[src/lfpm_pkg.sv]
package lfpm_pkg;

	// screen and driver geometry
	localparam int ROWS = 11;
	localparam int COLS = 42;
	localparam int CHIPS = 6;
	localparam int COLS_PER_CHIP = 7;

	localparam int DEPTH = ROWS * COLS;
	localparam int ADDR_W = $clog2(DEPTH);
	localparam int COL_W = $clog2(COLS + 1);
	localparam int ROW_W = $clog2(ROWS + 1);

	// pwm register map of one driver chip
	localparam int PWM_REGS = 192;
	localparam int SW_PER_CS = 12;

	// reg / 12 as multiply and shift, exact for 8-bit reg
	localparam int DIV12_MUL = 171;
	localparam int DIV12_SHIFT = 11;

	// p / 255 as multiply and shift, exact for 16-bit p
	localparam int DIV255_MUL = 32897;
	localparam int DIV255_SHIFT = 23;

	localparam logic [7:0] BRIGHT_RESET = 8'd128;

	typedef enum logic [2:0] {
		OP_SET  = 3'd0,
		OP_GET  = 3'd1,
		OP_RECT = 3'd2,
		OP_ALL  = 3'd3,
		OP_PWM  = 3'd4
	} op_t;

	// controller to datapath
	typedef struct packed {
		logic capture;
		logic res_init;
		logic inb;
		logic set_write;
		logic fault;
		logic rd_pix;
		logic rd_pwm;
		logic walk_rect;
		logic walk_all;
		logic walk_step;
		logic take_pix;
		logic take_prod;
		logic scale;
		logic load_out;
	} cmd_t;

	// datapath to controller
	typedef struct packed {
		logic [2:0] op;
		logic       pos_ok;
		logic       rect_go;
		logic       walk_last;
		logic       out_free;
	} sts_t;

endpackage

[src/lfpm_dp.sv]
module lfpm_dp (
	input  logic            clk,
	input  logic            arst_n,
	input  lfpm_pkg::cmd_t  cmd,
	output lfpm_pkg::sts_t  sts,
	input  logic            cfg_wr_en,
	input  logic [7:0]      cfg_wr_data,
	input  logic [2:0]      opcode,
	input  logic [7:0]      x_pos,
	input  logic [7:0]      y_pos,
	input  logic [7:0]      rect_width,
	input  logic [7:0]      rect_height,
	input  logic [7:0]      level,
	input  logic [2:0]      chip_index,
	input  logic [7:0]      pwm_reg,
	output logic            out_valid,
	input  logic            out_stall,
	output logic [7:0]      read_data,
	output logic            in_bounds,
	output logic            error_flag,
	output logic [31:0]     error_count
);
	import lfpm_pkg::*;

	localparam logic [15:0] COLS_W = 16'(COLS);

	// captured item fields
	logic [2:0] op_q;
	logic [7:0] x_q, y_q, w_q, h_q, lvl_q, reg_q;
	logic [2:0] chip_q;

	// configuration and error state
	logic [7:0]  bright_q;
	logic        fault_q;
	logic [31:0] err_cnt_q;

	// pixel store
	logic [7:0] mem [DEPTH];
	logic [7:0] rd_q;
	logic       mem_we;
	logic [ADDR_W-1:0] mem_wa;
	logic [7:0] mem_wd;
	logic       mem_re;
	logic [ADDR_W-1:0] mem_ra;

	// fill walker
	logic [COL_W-1:0]  c_q, x0_q, x2_q, c_nx;
	logic [ROW_W-1:0]  r_q, y2_q, r_nx;
	logic [ADDR_W-1:0] base_q, walk_addr;
	logic [7:0]        fill_lvl_q;
	logic              walk_last;

	// result path
	logic        ok_q;
	logic [15:0] prod_q;
	logic [31:0] scaled;
	logic [7:0]  res_data_q;
	logic        res_inb_q;
	logic        out_valid_q;
	logic        out_free;

	// position check and pixel address
	logic        pos_ok;
	logic [15:0] pix_sum;
	logic [ADDR_W-1:0] pix_addr;
	logic [8:0]  x_end, y_end, x_lim, y_lim;
	logic        rect_go;

	// pwm register mapping
	logic [15:0] q12;
	logic [7:0]  cs, sw, col;
	logic [15:0] pwm_sum;
	logic [ADDR_W-1:0] pwm_addr;
	logic        pwm_ok;

	always_comb begin
		pos_ok = (x_q < 8'(COLS)) && (y_q < 8'(ROWS));
		pix_sum = {8'd0, y_q} * COLS_W + {8'd0, x_q};
		pix_addr = pix_sum[ADDR_W-1:0];

		x_end = {1'b0, x_q} + {1'b0, w_q};
		y_end = {1'b0, y_q} + {1'b0, h_q};
		x_lim = (x_end < 9'(COLS)) ? x_end : 9'(COLS);
		y_lim = (y_end < 9'(ROWS)) ? y_end : 9'(ROWS);
		rect_go = pos_ok && (w_q != 8'd0) && (h_q != 8'd0);

		q12 = {8'd0, reg_q} * 16'(DIV12_MUL);
		cs = 8'(q12 >> DIV12_SHIFT);
		sw = reg_q - 8'(cs * 8'(SW_PER_CS));
		col = 8'((8'(CHIPS - 1) - {5'd0, chip_q}) * 8'(COLS_PER_CHIP)) + cs;
		pwm_ok = ({5'd0, chip_q} < 8'(CHIPS)) && (reg_q < 8'(PWM_REGS))
			&& (cs < 8'(COLS_PER_CHIP)) && (sw < 8'(ROWS)) && (col < 8'(COLS));
		pwm_sum = {8'd0, sw} * COLS_W + {8'd0, col};
		pwm_addr = pwm_sum[ADDR_W-1:0];
	end

	// walker next position
	always_comb begin
		c_nx = c_q + COL_W'(1);
		r_nx = r_q + ROW_W'(1);
		walk_addr = base_q + ADDR_W'(c_q);
		walk_last = (c_nx == x2_q) && (r_nx == y2_q);
	end

	// memory ports
	always_comb begin
		mem_we = cmd.set_write | cmd.walk_step;
		mem_wa = cmd.set_write ? pix_addr : walk_addr;
		mem_wd = cmd.set_write ? lvl_q : fill_lvl_q;
		mem_re = (cmd.rd_pix & pos_ok) | (cmd.rd_pwm & pwm_ok);
		mem_ra = cmd.rd_pwm ? pwm_addr : pix_addr;
	end

	always_ff @(posedge clk) begin
		if (mem_we) mem[mem_wa] <= mem_wd;
		if (mem_re) rd_q <= mem[mem_ra];
	end

	// item capture
	always_ff @(posedge clk) begin
		if (cmd.capture) begin
			op_q <= opcode;
			x_q <= x_pos;
			y_q <= y_pos;
			w_q <= rect_width;
			h_q <= rect_height;
			lvl_q <= level;
			chip_q <= chip_index;
			reg_q <= pwm_reg;
		end
	end

	// walker registers, reset to the clearing pass over the whole store
	always_ff @(posedge clk or negedge arst_n) begin
		if (!arst_n) begin
			c_q <= '0;
			r_q <= '0;
			base_q <= '0;
			x0_q <= '0;
			x2_q <= COL_W'(COLS);
			y2_q <= ROW_W'(ROWS);
			fill_lvl_q <= 8'd0;
		end else if (cmd.walk_rect) begin
			c_q <= COL_W'(x_q);
			r_q <= ROW_W'(y_q);
			base_q <= ADDR_W'({8'd0, y_q} * COLS_W);
			x0_q <= COL_W'(x_q);
			x2_q <= COL_W'(x_lim);
			y2_q <= ROW_W'(y_lim);
			fill_lvl_q <= lvl_q;
		end else if (cmd.walk_all) begin
			c_q <= '0;
			r_q <= '0;
			base_q <= '0;
			x0_q <= '0;
			x2_q <= COL_W'(COLS);
			y2_q <= ROW_W'(ROWS);
			fill_lvl_q <= lvl_q;
		end else if (cmd.walk_step) begin
			if (c_nx == x2_q) begin
				c_q <= x0_q;
				r_q <= r_nx;
				base_q <= base_q + ADDR_W'(COLS);
			end else begin
				c_q <= c_nx;
			end
		end
	end

	// brightness register and error record
	always_ff @(posedge clk or negedge arst_n) begin
		if (!arst_n) begin
			bright_q <= BRIGHT_RESET;
			fault_q <= 1'b0;
			err_cnt_q <= '0;
		end else begin
			if (cfg_wr_en) bright_q <= cfg_wr_data;
			if (cmd.fault) begin
				fault_q <= 1'b1;
				err_cnt_q <= err_cnt_q + 32'd1;
			end
		end
	end

	// result forming: pixel read, then product and divide by full scale
	assign scaled = {16'd0, prod_q} * 32'(DIV255_MUL);

	always_ff @(posedge clk) begin
		if (cmd.res_init) begin
			res_data_q <= 8'd0;
			res_inb_q <= cmd.inb;
		end
		if (cmd.rd_pix) ok_q <= pos_ok;
		if (cmd.rd_pwm) ok_q <= pwm_ok;
		if (cmd.take_pix) res_data_q <= ok_q ? rd_q : 8'd0;
		if (cmd.take_prod) prod_q <= {8'd0, rd_q} * {8'd0, bright_q};
		if (cmd.scale) res_data_q <= ok_q ? 8'(scaled >> DIV255_SHIFT) : 8'd0;
	end

	// output register
	assign out_free = !out_valid_q || !out_stall;

	always_ff @(posedge clk or negedge arst_n) begin
		if (!arst_n) begin
			out_valid_q <= 1'b0;
		end else if (cmd.load_out) begin
			out_valid_q <= 1'b1;
		end else if (!out_stall) begin
			out_valid_q <= 1'b0;
		end
	end

	always_ff @(posedge clk) begin
		if (cmd.load_out) begin
			read_data <= res_data_q;
			in_bounds <= res_inb_q;
			error_flag <= fault_q;
			error_count <= err_cnt_q;
		end
	end

	assign out_valid = out_valid_q;

	always_comb begin
		sts.op = op_q;
		sts.pos_ok = pos_ok;
		sts.rect_go = rect_go;
		sts.walk_last = walk_last;
		sts.out_free = out_free;
	end

endmodule
[config.mk]
export PLATFORM = sky130hd
export DESIGN_NAME = lfpm_dp
export DESIGN_NICKNAME = d
export VERILOG_FILES = /design/src/lfpm_pkg.sv /design/src/lfpm_dp.sv
export SDC_FILE = /design/constraint.sdc
export NUM_CORES = 2
export LEC_CHECK = 0
export BUFFER_PORTS_ARGS = -buffer_cell sky130_fd_sc_hd__buf_2
export CAP_MARGIN = 10
export CORE_MARGIN = 10
export CORE_UTILIZATION = 35
export CTS_BUF_LIST = sky130_fd_sc_hd__clkbuf_8
export DETAILED_ROUTE_END_ITERATION = 7
export PLACE_DENSITY_LB_ADDON = 0.15
export SLEW_MARGIN = 20
export SYNTH_ARGS = -nofsm -noshare
export SYNTH_HDL_FRONTEND = slang
export SYNTH_SLANG_ARGS = --single-unit
[constraint.sdc]
create_clock -name clk -period 7.8 [get_ports clk]
set_input_delay 2.34 -clock clk [delete_from_list [all_inputs] [get_ports clk]]
set_output_delay 2.34 -clock clk [all_outputs]
set_load 0.02 [all_outputs]
==> results.toml <==
[clocking]
cts_made_buffers = 659
clockBufferDepth = 4
cts_tree = "yes"
cts.htree.levels = 6
clk_pin_slew_worst_paths_ps = 60
hold_buffers = 0
cts_root_buf = "clkbuf_8"
clock-sinks = 3910
clk_latency_ps = 1270

[critical_path]
cp_common_cell = "ha_4"
crit_type = "register to register"
cpMaxStageDelayCell = "fa_1"
cp_max_fo = 8
max_stage_delay_ps = 550
endpoint_kind = "register"
cp.arrival_ps = 9800
crit_required_ps = 8810
cp-start-kind = "register"

[cells_and_area]
drive_gt1_frac = 0.182
layout-area-overhead-vs-synth_pct = 17.8
layout_commonest_cell = "edfxtp_1"
nNetsFinal = 13300
final_cell_mix = "edfxtp_1, nand2_1, buf_4"

[detailed_routing]
drcViolationCount = 0
first_iter_violations = 10700
ant_nets = 0
viasPerCell = 5.40
routed_wl_um = 551000
dr_total_vias = 106000
drtPass1Iterations = 8
wl_per_cell_um = 28.0

[yosys]
syn-num-nets = 12200
ys_ff_latch = 3910
synth-xor-area-share = 0.00638
yosys.area_share.simple = 0.119
synth_edf_count = 3826
synth.distinct_cells = 95
synth_fa_ha_area_frac = 0.0249
yosys-top-cells-area = "edfxtp_1, nand2_1, nand3_1, mux2i_1, mux4_2"
netlist.area_leader.share = 0.706
ys_async_sr_fraction = 0.0215
syn_area_um2 = 163000
avgSynthCellArea_um2 = 13.8
yosysSeqAreaShare = 0.719
netlist_instances = 11800
synth_mux_area_frac = 0.0402
yosys_warnings = 0
synth_top_family_by_area = "simple AND/OR/NAND/NOR gates"
synth_compound_area_frac = 0.0623
ys.flop_type = "edfxtp_1"
yosys.area.top_type = "edfxtp_1"

[global_routing]
grt_max_degree = 181
gr-total-overflow = 0
grt_pass1_wl_um = 782000
grtUsageTotal = 0.216
antenna_found_initial = 24
first_global_vias = 106000

[job]
drv_cap = 0

[sta]
setup_viol = 8
worst_pin_slew_ps = 1300
tns_ps = -6440
layout_min_cycle_time_ps = 8790
relSlewSlack = 0.132
min_period_over_period = 1.13
skew_ps = 83.1
finalHoldViolCount = 0
maxSlewViolCount = 0
setup_ws_ps = -989
rsz0062_at_grt = "yes"
max_freq_mhz = 114

[floorplan]
io_pins = 130
core_um2 = 464000
design.die.area_um2 = 493000
rows = 250
start_util = 0.351
die_w_um = 702
die_height_um = 702

[worst_hold_path]
hold_class = "register to register"

[placement]
dp_hpwl_um = 353000
portBuffers = 129
gp_congestion = 0.897

[outcome]
status = "finished, violations left"
violations = "setup timing"
logic make-up (layout without fill, tap and decap cells):
| family | after synthesis | count (layout) |
|---|---|---|
| buffers and inverters | 901 | 2574 |
| other | 0 | 9 |
| xor gates and xnor gates | 117 | 117 |
| muxes | 485 | 485 |
| AOI/OAI and AO/OA | 1501 | 1502 |
| DFF | 3910 | 3910 |
| adders and majority gates | 287 | 287 |
| and+or+nand+nor | 4613 | 4614 |
routing by layer:
layer / global-route usage / vias up / wire (µm)
li1: - / 46500 / -
met3: 0.0352 / 977 / 38500
met5: 0 / - / 92
met4: 0.0800 / 14 / 22000
met1: 0.292 / 54500 / 231000
met2: 0.352 / 4095 / 259000
synth_stat cells, types with 17 or more instances:
| master | count |
|---|---|
| a2111oi_0 | 164 |
| a211oi_1 | 19 |
| a21o_1 | 28 |
| a21oi_1 | 494 |
| a311oi_1 | 185 |
| a31oi_1 | 124 |
| and2_1 | 37 |
| and3_1 | 205 |
| buf_1 | 52 |
| buf_2 | 350 |
| buf_4 | 83 |
| buf_6 | 50 |
| clkbuf_1 | 231 |
| dfrtp_1 | 77 |
| edfxtp_1 | 3826 |
| fa_1 | 61 |
| ha_1 | 226 |
| inv_1 | 129 |
| mux2_2 | 24 |
| mux2i_1 | 328 |
| mux4_2 | 128 |
| nand2_1 | 2757 |
| nand3_1 | 870 |
| nor2_1 | 567 |
| nor2b_1 | 17 |
| nor3_1 | 53 |
| nor4_1 | 35 |
| o21ai_0 | 145 |
| o21ai_1 | 24 |
| o221ai_1 | 95 |
| o22ai_1 | 66 |
| xnor2_1 | 81 |
| xor2_1 | 35 |
final timing paths:
check                                          endpoint  slack, ps  cells after the start               startpoint
worst max-delay path                  rd_q[5]$_DFFE_PP_       -990                     38       reg_q[1]$_DFFE_PP_
worst min-delay path             read_data[0]$_DFFE_PP_        420                      0  res_data_q[0]$_DFFE_PP_
worst max register to register        rd_q[5]$_DFFE_PP_       -990                     38       reg_q[1]$_DFFE_PP_
worst min register to register   read_data[0]$_DFFE_PP_        420                      0  res_data_q[0]$_DFFE_PP_
max in group asynchronous       bright_q[5]$_DFFE_PN0P_       5580                      2                   arst_n
min in group asynchronous            r_q[3]$_DFFE_PN0P_       1050                      1                   arst_n
timing repair:
item | 4_1_cts | 5_1_grt
cloned | 5 | 1
setup buffers | 29 | 16
endpoints found under the setup margin | 8 | 8
pin swaps | 37 | 20
resized for setup | 144 | 107
through the flow:
stage / utilization / cell area [µm²] / setup WS [ps] / hold WS (ps) / std cells
floorplan: - / 163000 / -554 / 400 / 11800
global placement: 0.384 / 178000 / -1800 / 410 / 18400
detailed placement: 0.384 / 178000 / -1740 / 413 / 18400
CTS: 0.412 / 191000 / -1070 / 426 / 19600
global route: 0.414 / 192000 / -1300 / 440 / 19700
finish: 0.414 / 192000 / -989 / 424 / 19700
cell type report:
type | instances | area (µm²)
Fill cell | 43000 | 272000
Antenna cell | 9 | 22.5
Sequential cell | 3910 | 117000
Multi-Input combinational cell | 7005 | 42800
Timing Repair Buffer | 1275 | 11700
Tap cell | 6174 | 7720
Inverter | 130 | 490
Clock inverter | 491 | 2670
Clock buffer | 678 | 9330
state kept, by name, summed over array words and instances, names as in the netlist, 16 cells and up:
name         count
prod_q          16
mem           3696
error_count     32
err_cnt_q       32
worst max-delay path, delay by kind of cell (launching register included):
kind	cells	cell delay (ps)
adder cells (fa/ha/maj)	13	4640
AO/OA/AOI/OAI	10	1520
buffers and inverters	8	960
AND/OR/NAND/NOR	4	600
flip-flops	1	420
XOR/XNOR	3	350
Power is not shown: default switching activity piles up to over one toggle a cycle in this logic, so the estimate is an artifact.
