<file path="config.mk">
export PLATFORM = sky130hd
export DESIGN_NAME = lfpm_ctrl
export DESIGN_NICKNAME = d
export VERILOG_FILES = /design/src/lfpm_pkg.sv /design/src/lfpm_ctrl.sv
export SDC_FILE = /design/constraint.sdc
export NUM_CORES = 1
export LEC_CHECK = 0
export BUFFER_PORTS_ARGS = -buffer_cell sky130_fd_sc_hd__buf_2
export CAP_MARGIN = 10
export CORE_AREA = 8 8 45 47
export DETAILED_ROUTE_END_ITERATION = 8
export DIE_AREA = 0 0 53 55
export GPL_ROUTABILITY_DRIVEN = 0
export PLACE_DENSITY_LB_ADDON = 0.05
export SLEW_MARGIN = 30
export SYNTH_ARGS = -nofsm -noshare
export SYNTH_HDL_FRONTEND = slang
export SYNTH_SLANG_ARGS = --single-unit
</file>
<file path="constraint.sdc">
create_clock -name clk -period 1.3 [get_ports clk]
set_clock_uncertainty 0.1 [all_clocks]
set_input_delay 0.13 -clock clk [delete_from_list [all_inputs] [get_ports clk]]
set_output_delay 0.13 -clock clk [all_outputs]
set_load 0.01 [all_outputs]
</file>
<file path="src/lfpm_pkg.sv">
package lfpm_pkg;

	// screen and driver geometry
	localparam int ROWS = 11;
	localparam int COLS = 42;
	localparam int CHIPS = 6;
	localparam int COLS_PER_CHIP = 7;

	localparam int DEPTH = ROWS * COLS;
	localparam int ADDR_W = $clog2(DEPTH);
	localparam int COL_W = $clog2(COLS + 1);
	localparam int ROW_W = $clog2(ROWS + 1);

	// pwm register map of one driver chip
	localparam int PWM_REGS = 192;
	localparam int SW_PER_CS = 12;

	// reg / 12 as multiply and shift, exact for 8-bit reg
	localparam int DIV12_MUL = 171;
	localparam int DIV12_SHIFT = 11;

	// p / 255 as multiply and shift, exact for 16-bit p
	localparam int DIV255_MUL = 32897;
	localparam int DIV255_SHIFT = 23;

	localparam logic [7:0] BRIGHT_RESET = 8'd128;

	typedef enum logic [2:0] {
		OP_SET  = 3'd0,
		OP_GET  = 3'd1,
		OP_RECT = 3'd2,
		OP_ALL  = 3'd3,
		OP_PWM  = 3'd4
	} op_t;

	// controller to datapath
	typedef struct packed {
		logic capture;
		logic res_init;
		logic inb;
		logic set_write;
		logic fault;
		logic rd_pix;
		logic rd_pwm;
		logic walk_rect;
		logic walk_all;
		logic walk_step;
		logic take_pix;
		logic take_prod;
		logic scale;
		logic load_out;
	} cmd_t;

	// datapath to controller
	typedef struct packed {
		logic [2:0] op;
		logic       pos_ok;
		logic       rect_go;
		logic       walk_last;
		logic       out_free;
	} sts_t;

endpackage

</file>
<file path="src/lfpm_ctrl.sv">
module lfpm_ctrl (
	input  logic            clk,
	input  logic            arst_n,
	input  logic            in_valid,
	output logic            in_stall,
	input  lfpm_pkg::sts_t  sts,
	output lfpm_pkg::cmd_t  cmd
);
	import lfpm_pkg::*;

	typedef enum logic [2:0] {
		S_CLEAR,
		S_IDLE,
		S_EXEC,
		S_READ,
		S_MUL,
		S_FILL,
		S_RESULT
	} state_t;

	state_t state_q;

	assign in_stall = (state_q != S_IDLE);

	// command decode
	always_comb begin
		cmd = '0;
		unique case (state_q)
			S_CLEAR: begin
				cmd.walk_step = 1'b1;
			end
			S_IDLE: begin
				cmd.capture = in_valid;
			end
			S_EXEC: begin
				cmd.res_init = 1'b1;
				case (sts.op)
					OP_SET: begin
						cmd.inb = sts.pos_ok;
						cmd.set_write = sts.pos_ok;
						cmd.fault = !sts.pos_ok;
					end
					OP_GET: begin
						cmd.inb = sts.pos_ok;
						cmd.rd_pix = 1'b1;
					end
					OP_RECT: begin
						cmd.walk_rect = sts.rect_go;
					end
					OP_ALL: begin
						cmd.walk_all = 1'b1;
					end
					OP_PWM: begin
						cmd.rd_pwm = 1'b1;
					end
					default: begin
					end
				endcase
			end
			S_READ: begin
				cmd.take_pix = (sts.op == OP_GET);
				cmd.take_prod = (sts.op == OP_PWM);
			end
			S_MUL: begin
				cmd.scale = 1'b1;
			end
			S_FILL: begin
				cmd.walk_step = 1'b1;
			end
			S_RESULT: begin
				cmd.load_out = sts.out_free;
			end
			default: begin
			end
		endcase
	end

	// state register
	always_ff @(posedge clk or negedge arst_n) begin
		if (!arst_n) begin
			state_q <= S_CLEAR;
		end else begin
			unique case (state_q)
				S_CLEAR: begin
					if (sts.walk_last) state_q <= S_IDLE;
				end
				S_IDLE: begin
					if (in_valid) state_q <= S_EXEC;
				end
				S_EXEC: begin
					case (sts.op)
						OP_GET:  state_q <= S_READ;
						OP_PWM:  state_q <= S_READ;
						OP_RECT: state_q <= sts.rect_go ? S_FILL : S_RESULT;
						OP_ALL:  state_q <= S_FILL;
						default: state_q <= S_RESULT;
					endcase
				end
				S_READ: begin
					state_q <= (sts.op == OP_PWM) ? S_MUL : S_RESULT;
				end
				S_MUL: begin
					state_q <= S_RESULT;
				end
				S_FILL: begin
					if (sts.walk_last) state_q <= S_RESULT;
				end
				S_RESULT: begin
					if (sts.out_free) state_q <= S_IDLE;
				end
				default: begin
					state_q <= S_IDLE;
				end
			endcase
		end
	end

endmodule

</file>
==> results of run 1 <==
## layout make-up
type,instances,area (um^2)
repair buffers,38,270
fillers,135,634
inverters,2,7.51
multi-input cells,46,350
well taps,16,20.0
clock buffers,4,26.3
flip-flops and latches,3,75.1
## report_power, final
part / internal (mW) / leakage (nW) / switching [mW]
logic: 0.658 / 0.329 / 0.541
clock network: 0.115 / 0.0150 / 0.0482
registers: 0.144 / 0.0364 / 0.0232
## logic make-up (layout without fill, tap and decap cells)
logic type,count (synthesis),after routing,synth area share
DFF,3,3,0.195
xor gates and xnor gates,1,1,0.0227
buffers and inverters,7,44,0.0877
and+or+nand+nor,34,34,0.503
AOI/OAI and AO/OA,11,11,0.192
## through the flow
| stage | instances | cell area [um^2] | util |
|---|---|---|---|
| 2_1_floorplan | 56 | 400 | - |
| 3_3_place_gp | 99 | 574 | 0.415 |
| 3_5_place_dp | 99 | 574 | 0.415 |
| 4_1_cts | 108 | 681 | 0.492 |
| 5_1_grt | 109 | 749 | 0.542 |
| 6_report | 109 | 749 | 0.542 |
## path summary, 6_finish.rpt
path / start / endpoint / slack [ns] / depth (start not counted)
worst max register to register: state_q[0]$_DFFE_PN0P_ / state_q[1]$_DFFE_PN0P_ / -0.18 / 5
worst max-delay path: state_q[0]$_DFFE_PN0P_ / cmd[6] / -0.39 / 4
worst min register to register: state_q[2]$_DFFE_PN0P_ / state_q[2]$_DFFE_PN0P_ / 0.60 / 3
worst min-delay path: sts[0] / state_q[2]$_DFFE_PN0P_ / 0.11 / 4
min in group asynchronous: arst_n / state_q[2]$_DFFE_PN0P_ / 0.12 / 2
max in group asynchronous: arst_n / state_q[0]$_DFFE_PN0P_ / 0.86 / 2
## per-layer routing
layer	routed length, um	track usage
met3	95	0.0374
met1	554	0.0959
met2	600	0.160
met4	19	0.0776
met5	0	0
## worst reg2reg max path, delay by kind of cell, from the launching register on
kind	cells	cell delay, ns
flip-flops	1	0.36
buffers and inverters	2	0.27
AO/OA/AOI/OAI	2	0.26
AND/OR/NAND/NOR	1	0.43
## cell usage in the layout (no fill, tap or decap), types with 2 or more instances in the layout
cell type and instances:
nand2_1 5, dfrtp_1 3, buf_6 6, buf_4 9, nor2_1 7, buf_2 21, nand2_2 2, o21ai_1 2
nor4b_2 2, nor2b_4 3, and3_1 2, clkbuf_4 3, nor3_2 2, nor2_2 3
## repair_timing
action,in CTS,in global routing
hold buffers,1,0
pin swaps,6,1
resized for setup,14,12
endpoints found under the setup margin,17,18
buffers inserted,4,3
hold endpoints to repair,3,0
==> flow_summary.json, run 1 <==
{
  "dpl_worst_slack_ns": -0.167,
  "area_growth_pct": 94.5,
  "ir_worst_vdd_mv": 0.684,
  "max_stage_delay_ns": 0.43,
  "firstDrtPassIters": 2,
  "synth_edf_count": 0,
  "dr.first_iter.drc_count": 5,
  "worstMarginPinSlew_ns": 0.244,
  "grt_pass1_wl_mm": 2.10,
  "path_cells": "or3b_4 -> nor2_4 -> and4b_1 -> buf_2",
  "die_w_um": 53,
  "finalNetCount": 104,
  "crit_fanout": 4,
  "avgSynthCellArea_um2": 6.88,
  "top_regs": "state_q x3",
  "antenna_cells": 0,
  "run_status": "complete, but fails checks",
  "num_io_pins": 25,
  "clk_path_buf_depth": 2,
  "worstSetupPathType": "reg -> out",
  "yosysSeqAreaShare": 0.195,
  "tns_ns": -4.71,
  "clock_latency_ns": 0.23,
  "numCtsBuffers": 3,
  "synth_nets": 66,
  "synth_most_common_cell": "nor2_1",
  "grt_pass1_vias": 533,
  "cp.required_ns": 1.07,
  "slew_violations": 0,
  "drive_above_1_share": 0.645,
  "hold_class": "in -> reg",
  "violations": "setup timing",
  "syn_area_um2": 385,
  "max_freq_mhz": 593,
  "cp_slowest_cell": "or3b_4",
  "die_y_um": 55,
  "yosysUniqueCellTypes": 27,
  "htreeDepth": 1,
  "async_reset_ff_frac": 1.00,
  "start_util": 0.278,
  "top_register": "state_q",
  "dp_hpwl_um": 946,
  "gr-total-overflow": 0,
  "min_period_ns": 1.69,
  "holdWs_ns": 0.106,
  "hold_violations": 0,
  "ant_nets": 0,
  "wire_per_inst_um": 11.7,
  "clock_sinks": 3,
  "vias_per_cell": 4.82,
  "root_buffer": "clkbuf_4",
  "ys_warn_count": 0,
  "start_kind": "register",
  "yosysTopAreaCell": "dfrtp_1",
  "fp.coreArea_um2": 1380,
  "routed_wl_mm": 1.27,
  "antenna_found_initial": 0,
  "critPathArrivalTime_ns": 1.46,
  "ys.flop_type": "dfrtp_1",
  "portBuffers": 24,
  "power_density_nw_per_um2": 2040,
  "crit_buf_inv": 1,
  "cts_tree": "built",
  "netlist_top_cells_count": "nor2_1, nand2_1, o21ai_0",
  "largest_register_ffs": 3,
  "slew_headroom": 0.836,
  "rsz0062_at_grt": "true",
  "power_mw": 1.53,
  "drc": 0,
  "timing.final.crit_share": 1.30,
  "end_kind": "output port",
  "ys_seq_elements": 3,
  "maxCapViolations": 0,
  "grt_max_degree": 13,
  "synthCells": 56,
  "std_cell_rows": 14,
  "setup_viol_count_final": 18,
  "dr_total_vias": 525,
  "cp_top_family": "simple AND/OR/NAND/NOR gates",
  "synth.area.top_cells": "dfrtp_1, nor2_1, nand2_1",
  "p_leak_nw": 0.381,
  "synth_top_area_frac": 0.195,
  "grt_use_total": 0.0968,
  "clkSlewWorstSetupHoldPaths_ns": 0.04,
  "dieArea_um2": 2920,
  "setup_slack_ns": -0.387
}
No activity file was read; power rests on OpenSTA's default activity.
==> run 2: changes to the inputs <==
PLACE_DENSITY = 0.71   (was default)
PLACE_DENSITY_LB_ADDON = default   (was 0.05)
==> run 2 against run 1 <==
Net effect:
- the run still ends with setup timing left
- clock-buffer cell count did not move
- routed wire length grew 21%
- core utilization rose by 1.6 points
- power increased by 7.5%
- hold slack improved by 0.022 ns
- combinational power up 8%
- flip-flop and latch count unchanged
- critical endpoint unchanged
- design area up 3.0%
- register-to-register slack worse by 0.18 ns
- non-clock buffer count is 3 higher
- highest routed layer is now met3
==> flow_summary.json, run 2 (synthesis gave the netlist of run 1 again) <==
{
  "htreeDepth": 1,
  "slew_violations": 0,
  "critPathArrivalTime_ns": 1.51,
  "clock_sinks": 3,
  "hold_violations": 0,
  "start_kind": "register",
  "dpl_worst_slack_ns": -0.164,
  "crit_fanout": 4,
  "start_util": 0.278,
  "root_buffer": "clkbuf_4",
  "portBuffers": 24,
  "violations": "setup timing",
  "slew_headroom": 0.816,
  "gr-usage-met1": 0.109,
  "drc": 0,
  "worstSetupPathType": "reg -> out",
  "grt_util_met3": 0.0348,
  "max_freq_mhz": 576,
  "std_cell_rows": 14,
  "clkSlewWorstSetupHoldPaths_ns": 0.04,
  "end_kind": "output port",
  "mostFrequentLayoutCell": "buf_2",
  "antenna_cells": 0,
  "worstMarginPinSlew_ns": 0.273,
  "antenna_found_initial": 0,
  "num_io_pins": 25,
  "firstDrtPassIters": 4,
  "power_density_nw_per_um2": 2130,
  "grt_use_met2": 0.164,
  "maxCapViolations": 0,
  "dr_total_vias": 569,
  "grt_use_total": 0.0973,
  "routed_wl_mm": 1.54,
  "gr-total-overflow": 0,
  "grt_max_degree": 13,
  "grt_pass1_vias": 502,
  "top_regs": "state_q x3",
  "timing.final.crit_share": 1.34,
  "wire_per_inst_um": 13.8,
  "grt_pass1_wl_mm": 2.15,
  "setup_slack_ns": -0.436,
  "nFillCells": 140,
  "grt.busiest_layer": "met2",
  "clock_latency_ns": 0.24,
  "run_status": "complete, but fails checks",
  "vias_per_cell": 5.08,
  "dieArea_um2": 2920,
  "dp_hpwl_um": 926,
  "drive_above_1_share": 0.646,
  "top_register": "state_q",
  "hold_class": "in -> async",
  "largest_register_ffs": 3,
  "fp.coreArea_um2": 1380,
  "holdWs_ns": 0.127,
  "dr.first_iter.drc_count": 12,
  "rsz0062_at_grt": "true",
  "cts_tree": "built",
  "p_leak_nw": 0.402,
  "finalNetCount": 107,
  "ant_nets": 0,
  "area_growth_pct": 100,
  "numCtsBuffers": 3,
  "die_y_um": 55,
  "layout_common_cells": "buf_2, buf_4, buf_6",
  "ir_worst_vdd_mv": 0.700,
  "min_period_ns": 1.74,
  "die_w_um": 53,
  "clk_path_buf_depth": 2,
  "setup_viol_count_final": 17,
  "cp.required_ns": 1.07
}
## run 2: cell count changes in the layout (fill, tap and decap cells not counted), sizes merged
cell,before,now
buf,37,40
## run 2: area by class of cell
class / count / area, um^2 / area share
sequential: 3 / 75.1 / 0.0972
inverter: 2 / 7.51 / 0.00972
tap: 16 / 20.0 / 0.0259
timing repair buffer: 41 / 285 / 0.370
clock buffer: 4 / 26.3 / 0.0340
multi-input combinational: 46 / 358 / 0.464
## run 2: worst max-delay path: stages (launching register included)
cell,delay (ns)
dfrtp_1,0.39
or3b_4,0.43
nor2_4,0.13
and4b_1,0.19
buf_2,0.13
## run 2: repair_timing
item                                   in CTS  in global routing
pin swaps                                   4                  9
endpoints found under the hold margin       3                  0
buffers inserted                            3                  6
gates resized for setup                    12                 14
setup endpoints to repair                  17                 18
hold buffers                                1                  0
## run 2: power breakdown
| group | internal (mW) | total, mW | switching, mW | leakage (nW) |
|---|---|---|---|---|
| sequential | 0.144 | 0.182 | 0.0375 | 0.0364 |
| clock | 0.116 | 0.171 | 0.0557 | 0.0150 |
| combinational | 0.692 | 1.29 | 0.599 | 0.350 |
## run 2: layer usage
layer / vias to the layer above / part of all wire
met5: - / 0
met4: 0 / 0
met3: 0 / 0.067
met2: 21 / 0.51
met1: 274 / 0.42
li1: 274 / -
## run 2: through the flow
stage | TNS, ns | instance area (um^2) | cells | power (mW) | utilization
after global routing | -6.79 | 772 | 112 | 1.73 | 0.558
after CTS | -4.98 | 676 | 107 | 1.34 | 0.488
after global placement | -1.05 | 574 | 99 | 0.949 | 0.415
final | -5.93 | 772 | 112 | 1.64 | 0.558
after detailed placement | -1.24 | 574 | 99 | 0.960 | 0.415
after floorplan | -0.233 | 400 | 56 | 0.681 | -
## run 2: final timing paths
check                                  startpoint                      to  slack [ns]  depth (start not counted)
setup / recovery           state_q[2]$_DFFE_PN0P_                  cmd[6]       -0.44                          4
hold / removal                             arst_n  state_q[0]$_DFFE_PN0P_        0.13                          2
setup reg to reg           state_q[2]$_DFFE_PN0P_  state_q[1]$_DFFE_PN0P_       -0.36                          8
hold reg to reg            state_q[0]$_DFFE_PN0P_  state_q[2]$_DFFE_PN0P_        0.67                          4
max in group asynchronous                  arst_n  state_q[1]$_DFFE_PN0P_        0.87                          2
min in group clk                           sts[1]  state_q[0]$_DFFE_PN0P_        0.15                          3
